**config.mk**
```make
export PLATFORM = sky130hd
export DESIGN_NAME = tcw_ctrl
export DESIGN_NICKNAME = d
export VERILOG_FILES = /design/src/rtl/tcw_pkg.sv /design/src/rtl/tcw_ctrl.sv
export SDC_FILE = /design/constraint.sdc
export NUM_CORES = 1
export LEC_CHECK = 0
export BUFFER_PORTS_ARGS = -buffer_cell sky130_fd_sc_hd__buf_2
export CAP_MARGIN = 0
export CORE_AREA = 2 2 39 41
export DETAILED_ROUTE_END_ITERATION = 8
export DIE_AREA = 0 0 41 43
export PLACE_DENSITY = 0.5
export SLEW_MARGIN = 20
export SYNTH_ARGS = -nofsm -noshare
export SYNTH_HDL_FRONTEND = slang
export SYNTH_SLANG_ARGS = --single-unit
```
**constraint.sdc**
```tcl
create_clock -name clk -period 0.98 [get_ports clk]
set_input_delay 0.049 -clock clk [delete_from_list [all_inputs] [get_ports clk]]
set_output_delay 0.049 -clock clk [all_outputs]
set_load 0.005 [all_outputs]
```
**src/rtl/tcw_pkg.sv**
```systemverilog
// Shared constants and controller/datapath interface types for the text console writer.
package tcw_pkg;

  localparam int SCREEN_COLS  = 80;
  localparam int SCREEN_ROWS  = 25;
  localparam int TAB_WIDTH    = 8;
  localparam int CELL_COUNT   = SCREEN_COLS * SCREEN_ROWS;
  localparam int SCROLL_LIMIT = CELL_COUNT - SCREEN_COLS;

  localparam int COL_W  = 7;
  localparam int ROW_W  = 5;
  localparam int ADDR_W = 11;
  localparam int CHAR_W = 8;
  localparam int ATTR_W = 8;
  localparam int CELL_W = CHAR_W + ATTR_W;

  localparam logic [CELL_W-1:0] BLANK_CELL   = 16'h0700;
  localparam logic [ATTR_W-1:0] ATTR_DEFAULT = 8'h07;

  localparam logic [CHAR_W-1:0] CH_TAB = 8'd9;
  localparam logic [CHAR_W-1:0] CH_LF  = 8'd10;
  localparam logic [CHAR_W-1:0] CH_CR  = 8'd13;

  localparam logic OP_PUT  = 1'b0;
  localparam logic OP_READ = 1'b1;

  typedef struct packed {
    logic clear_step;
    logic capture;
    logic exec;
    logic scroll_step;
    logic load_out;
  } ctrl_cmd_t;

  typedef struct packed {
    logic cnt_last;
    logic need_scroll;
  } dp_status_t;

endpackage

```
**src/rtl/tcw_ctrl.sv**
```systemverilog
// Sequencing state machine for the text console writer.
module tcw_ctrl (
  input  logic                clk,
  input  logic                rst_n,
  input  logic                in_valid,
  output logic                in_ready,
  output logic                out_valid,
  input  logic                out_ready,
  input  tcw_pkg::dp_status_t status,
  output tcw_pkg::ctrl_cmd_t  cmd
);
  import tcw_pkg::*;

  localparam logic [2:0] S_CLEAR  = 3'd0;
  localparam logic [2:0] S_IDLE   = 3'd1;
  localparam logic [2:0] S_EXEC   = 3'd2;
  localparam logic [2:0] S_SCROLL = 3'd3;
  localparam logic [2:0] S_DONE   = 3'd4;

  logic [2:0] state_r, state_nxt;
  logic       out_valid_r, out_valid_nxt;

  always_comb begin
    state_nxt = state_r;
    cmd       = '0;
    in_ready  = 1'b0;
    case (state_r)
      S_CLEAR: begin
        cmd.clear_step = 1'b1;
        if (status.cnt_last) state_nxt = S_IDLE;
      end
      S_IDLE: begin
        in_ready = 1'b1;
        if (in_valid) begin
          cmd.capture = 1'b1;
          state_nxt   = S_EXEC;
        end
      end
      S_EXEC: begin
        cmd.exec  = 1'b1;
        state_nxt = status.need_scroll ? S_SCROLL : S_DONE;
      end
      S_SCROLL: begin
        cmd.scroll_step = 1'b1;
        if (status.cnt_last) state_nxt = S_DONE;
      end
      S_DONE: begin
        // wait for the output slot to free up
        if (!out_valid_r || out_ready) begin
          cmd.load_out = 1'b1;
          state_nxt    = S_IDLE;
        end
      end
      default: state_nxt = S_CLEAR;
    endcase
  end

  always_comb begin
    if (cmd.load_out) out_valid_nxt = 1'b1;
    else if (out_ready) out_valid_nxt = 1'b0;
    else out_valid_nxt = out_valid_r;
  end

  always_ff @(posedge clk) begin
    if (!rst_n) begin
      state_r     <= S_CLEAR;
      out_valid_r <= 1'b0;
    end else begin
      state_r     <= state_nxt;
      out_valid_r <= out_valid_nxt;
    end
  end

  assign out_valid = out_valid_r;

endmodule

```
; Word level (Yosys, flattened, before mapping)
; Index checks and enable logic that the tools add are counted.
; W data, S select, Z words.
[op_classes]
reduce_logical = 5
muxes = 16
eq_ne = 8
[op_table]
columns = op, n
row1 = $mux W3, 5
row2 = $pmux W3 S5, 1
row3 = $mux W1, 10
row4 = $ne A2 B2 Y1 const B, 4
row5 = $eq A3 B2 Y1 const B, 2
row6 = $reduce_and A4 Y1, 1
row7 = $eq A3 B1 Y1 const B, 1
row8 = $eq A3 B3 Y1 const B, 1
row9 = $logic_not A3 Y1, 1
row10 = $reduce_bool A2 Y1, 1
row11 = $logic_not A1 Y1, 1
row12 = $logic_or A1 B1 Y1, 1
[word_totals]
ff_bits = 4
word_cells = 31
in_bits = 6
output_inout_bits = 7

; Logic depth before layout (Yosys ltp)
; Gate-level depths: netlist of run 1.
[logic_depth]
ltp_word = 5
ltp_mapped = 4
ltp_nobuf = 3

; Worst setup path after synthesis of run 1
; OpenSTA, ideal clock, no wires.
[synth_path]
path_type = register -> register
from = register state_r[0]
to = register state_r[0]
required_ps = 858
arrival_time_ps = 880
slack_ps = -22
setup_time_ps = 122
stages_incl_launch_ff = 5
period_less_slack_ps = 1002
n_path_buf = 1
path_cell_list = dfxtp_1 > buf_6 > nor2_4 > nor3b_2 > o311a_1
[synth_between]
elab_chain_len = 3
elab_cells_between_ends = 11
classes_between = eq/ne (8) / mux (1) / reduce/logical (2)
[synth_rtl]
columns = item, line_no
row1 = "start, declared", tcw_ctrl.sv:20  ; logic [2:0] state_r, state_nxt;
row2 = "start signal, assigned", tcw_ctrl.sv:69  ; state_r <= state_nxt;
row3 = "$eq A3 B3 Y1, or another cell as far along", tcw_ctrl.sv:27  ; case (state_r)
row4 = $ne A2 B2 Y1 (no source line), -
row5 = $reduce_and A4 Y1 (no source line), -
; Several ways; a longest one is shown, not always the timed one.
; A chain may end at the register's enable or synchronous reset.

==> results of run 1 <==
[registers in the layout, indices dropped and copies added (netlist names)]
name	cells
state_r	3
out_valid	1
[per-stage QoR]
step	hold WS [ps]	setup slack, ps	setup TNS [ps]	power (uW)	utilization (%)
floorplan	167	0.796	0	260	-
global placement	301	-66.7	-90.9	317	27.8
detailed placement	301	-49.1	-59.1	317	27.8
CTS	56.9	-219	-1130	593	37.6
global route	68.6	-254	-1440	622	36.9
finish	60.4	-179	-982	582	36.9
[timing repair]
| action | 4_1_cts | 5_1_grt |
|---|---|---|
| resized for setup | 18 | 1 |
| setup endpoints to repair | 7 | 10 |
| hold endpoints to repair | 0 | 0 |
| setup buffers | 6 | 0 |
| pin swaps | 9 | 2 |
[final cells by class]
class / instances / share of cell area (%)
clock buffer: 3 / 4.41
inverter: 1 / 0.735
multi-input combinational: 22 / 40.2
sequential: 4 / 16.9
tap: 16 / 3.92
timing repair buffer: 23 / 33.8
[path summary, 6_finish.rpt]
| check | startpoint | endpoint | slack (ps) | depth (start not counted) |
|---|---|---|---|---|
| setup / recovery | state_r[0] | cmd[0] | -180 | 4 |
| hold / removal | rst_n | out_valid | 60 | 2 |
| setup reg to reg | state_r[0] | state_r[0] | -160 | 5 |
| hold reg to reg | state_r[2] | state_r[0] | 590 | 1 |
[cells in the mapped netlist, drive strengths merged]
library cell,number
buf,4
dfxtp,4
nor3b,4
nor2,3
nand2,2
nor3,2
a211oi,1
a21boi,1
and2,1
and2b,1
and3,1
inv,1
nor2b,1
o211a,1
o211ai,1
o21a,1
o311a,1
o31ai,1
[cells by family (layout without fill, tap and decap cells)]
logic type             Yosys count  count (layout)  share of synthesized area, %
AND/OR/NAND/NOR                 15              15                          37.3
AO/OA/AOI/OAI                    7               7                          20.2
buffers and inverters            5              27                          14.5
flip-flops                       4               4                          28.1
[power breakdown]
group	switching, uW	internal (uW)
registers	12.3	174
clock network	63.6	137
logic	80.7	115
total	157	425
[layer usage]
metal,track usage (%),vias up,wire length [um]
met1,8.68,147,277
met2,20.3,7,450
met5,0,-,0
met3,6.28,0,30
met4,2.00,0,0
li1,-,153,-
==> metrics.cfg, run 1 <==
[clocking]
clk_path_buf_depth=2
cts_root_buf=clkbuf_4
htree_levels=1
numCtsBuffers=3
cts_sinks=4
clkLatencyLatePin_ps=230
cts_tree=yes
clkTransAtPathRegs_ps=40
ctsHoldBuffers=0

[floorplanning]
fp.dieW_um=41
std_cell_rows=14
core-area_um2=1380
die_h_um=43
io_pins=13
die-area_um2=1760
initial_core_util_pct=20.6

[worst_setup_path]
worstSetupStartpointType=flop
cp_cell_sequence=buf_6 > nor3b_4 > nor2b_1 > buf_2
crit_slowest_cell=dfxtp_2
cp.arrival_ps=1110
required_ps=930
end_kind=output port
crit_family=flip-flops
worstPathMaxFanout=5
critical_path_class=reg2out
max_stage_delay_ps=320
critPathBufInv=2

[sta]
fmax_mhz=863
worst_pin_slew_ps=221
relSlewSlack_pct=85.1
min_period_ps=1160
slew_viol_final=0
finalSetupViolations=9
min_period_over_period_pct=118
skew_ps=3.40
rsz0062_at_grt=yes
hold_viol_final=0
layout_setup_ws_ps=-179

[detailed_routing]
routed_wl_um=758
drt_pass1_iterations=4
remaining_drc_errors=0
drtIter0Drc=2
vias_per_cell=4.45
vias=307
ant_nets=0
routedWlPerCell_um=11.0

[finish]
syn2layout_area_growth_pct=78.9
final_area_um2=510
nets=61
layout-drive-gt1-share_pct=75.5
final_cells=69
multi_input_area_um2=205
final_cell_mix=11 x buf_2, 7 x buf_4, 4 x buf_6
layout_commonest_cell=buf_2
final.fill_count=147
antenna_cells=0
register_area_um2=86.3

[status]
status=complete, but fails checks
violations=setup timing

[grt]
grt.overflow.total=0
grt_pass1_wl_um=1220
grt_start_max_net_pins=8
grt_antenna_before_repair=0
grtUsageTotal_pct=10.7
grt_pass1_vias=314

[placed_design]
numPortBuffers=12
place_congestion=0.651
dp.cells=61
dpl_cell_area_um2=385
dp_hpwl_um=469

[yosys]
synthesis.nets=37
yosys.area.top_type=dfxtp_1
netlist_area_um2=285
yosys_warnings=0
synth_seq_cells=4
yosysUniqueCellTypes=21
ys_seq_area_share_pct=28.1
avgSynthCellArea_um2=9.20
synth.top_cell.area_share_pct=28.1
syn_inst=31
synthTopCellsByArea=dfxtp_1 28%, nor3b_2 8.8%, buf_6 7.9%

[pwr]
leakagePower_uw=0.000254
irDropWorstVdd_mv=0.570
power_density_nw_per_um2=1140

[flow_run]
maxCapViolCount=0

[worst_hold_path]
hold_path_class=in2reg

(Power assumes the default switching activity.)
==> run 2: changes to the inputs <==
--- a/config.mk
+++ b/config.mk
@@ -5,12 +5,13 @@
 export SDC_FILE = /design/constraint.sdc
 export NUM_CORES = 1
 export LEC_CHECK = 0
-export BUFFER_PORTS_ARGS = -buffer_cell sky130_fd_sc_hd__buf_2
 export CAP_MARGIN = 0
 export CORE_AREA = 2 2 39 41
 export DETAILED_ROUTE_END_ITERATION = 8
 export DIE_AREA = 0 0 41 43
-export PLACE_DENSITY = 0.5
+export DONT_BUFFER_PORTS = 1
+export MAX_ROUTING_LAYER = met4
+export PLACE_DENSITY = 0.41
 export SLEW_MARGIN = 20
 export SYNTH_ARGS = -nofsm -noshare
 export SYNTH_HDL_FRONTEND = slang
==> metrics.cfg, run 2 (synthesis gave the netlist of run 1 again) <==
[detailed_routing]
ant_nets=0
routed_wl_um=659
m1WireLength_um=206
remaining_drc_errors=0
vias_per_cell=4.52
route.met3.wl_um=58
wl_met2_um=368
routedWlPerCell_um=11.8
highest_layer=met4
drt_pass1_iterations=2
drtIter0Drc=2
vias=253

[sta]
layout_setup_ws_ps=-128
min_period_over_period_pct=113
worst_pin_slew_ps=257
fmax_mhz=903
skew_ps=7.27
relSlewSlack_pct=82.9
finalSetupViolations=6
hold_viol_final=0
rsz0062_at_grt=yes
slew_viol_final=0
min_period_ps=1110

[worst_hold_path]
worstHoldEndpoint=state_r[1]
hold-path-cell-count=3
hold_path_class=in2reg
hold_start=in_valid

[worst_setup_path]
reg2reg_to=state_r[0]
r2r_cells=4
max_stage_delay_ps=330
critPathBufInv=1
worstPathMaxFanout=6
required_ps=930
crit_family=simple AND/OR/NAND/NOR gates
worstSetupStartpointType=flop
timing.rr.start=state_r[0]
cp_cell_sequence=buf_6 > nor3b_4 > nor2b_4
critical_path_class=reg2out
end_kind=output port
crit_slowest_cell=dfxtp_2
cp.arrival_ps=1060
reg2reg_slack_ps=-60

[grt]
grtUsageTotal_pct=9.36
grt_pass1_vias=247
grt.overflow.total=0
grt_antenna_before_repair=0
grt_start_max_net_pins=8
grt_pass1_wl_um=972

[floorplanning]
die_h_um=43
initial_core_util_pct=20.6
die-area_um2=1760
std_cell_rows=14
fp.dieW_um=41
io_pins=13
core-area_um2=1380

[finish]
top_register=state_r
final_cell_mix=5 x buf_4, 4 x buf_6, 3 x clkbuf_4
fin_util_pct=30.9
final_area_um2=428
layout_commonest_cell=buf_4
layout-drive-gt1-share_pct=70.0
syn2layout_area_growth_pct=50.0
largest_reg_flops=3
antenna_cells=0
final.fill_count=154
nets=48

[pwr]
power_density_nw_per_um2=1230
leakagePower_uw=0.000186
irDropWorstVdd_mv=0.309

[placed_design]
place_congestion=0.690
place_ws_ps=-58.4
numPortBuffers=0
dpl_cell_area_um2=328
dp_hpwl_um=469

[status]
status=complete, but fails checks
violations=setup timing

[flow_run]
maxCapViolCount=0

[clocking]
numCtsBuffers=3
htree_levels=1
cts_tree=yes
clkLatencyLatePin_ps=240
cts_sinks=4
cts_root_buf=clkbuf_4
clk_path_buf_depth=2
clkTransAtPathRegs_ps=40

==> run 2: area by class of cell <==
cell class | count | area (um^2) | area share [%]
Timing Repair Buffer | 10 | 92.6 | 21.6
Multi-Input combinational cell | 22 | 203 | 47.4
Clock buffer | 3 | 22.5 | 5.26
Tap cell | 16 | 20.0 | 4.68
Inverter | 1 | 3.75 | 0.877
Sequential cell | 4 | 86.3 | 20.2
==> run 2: per-layer routing <==
metal  global-route usage [%]  up-vias
met5                        -        -
met2                     15.0        9
met3                     3.14        2
met4                     10.0        0
li1                         -      128
met1                     7.07      114
==> run 2: tightest hold or removal path, cell delays in order <==
cell and delay [ps]:
nand2_2 50, nor2_1 90, o211a_1 140
==> run 2: where the power goes <==
group          internal, uW  switching [uW]
registers               174            13.3
clock network           138            76.4
logic                  70.5            55.0
==> run 2: how the worst max path moves through the flow <==
stage | slack, ps | endpoint | start | cells after the start
4_1_cts | -170 | cmd[0] | state_r[0] | 3
2_1_floorplan | 0.8 | state_r[0] | state_r[0] | 4
3_5_place_dp | -60 | state_r[0] | state_r[0] | 4
3_3_place_gp | -70 | state_r[0] | state_r[0] | 4
5_1_grt | -170 | cmd[0] | state_r[0] | 3
6_report | -130 | cmd[0] | state_r[0] | 3
==> run 2: metrics by stage <==
stage / setup TNS (ps) / hold WS (ps) / std cells / total power, uW
finish: -336 / 112 / 56 / 527
global placement: -66.6 / 176 / 51 / 284
detailed placement: -58.4 / 177 / 51 / 285
global route: -712 / 163 / 56 / 551
CTS: -490 / 107 / 56 / 541
floorplan: 0 / 167 / 31 / 260
==> run 2: what timing repair did <==
item / 4_1_cts / 5_1_grt
resized for setup: 17 / 1
hold endpoints to repair: 4 / 0
pin swaps: 4 / 1
buffers inserted: 1 / 0
setup endpoints to repair: 8 / 10
hold buffers: 1 / 0
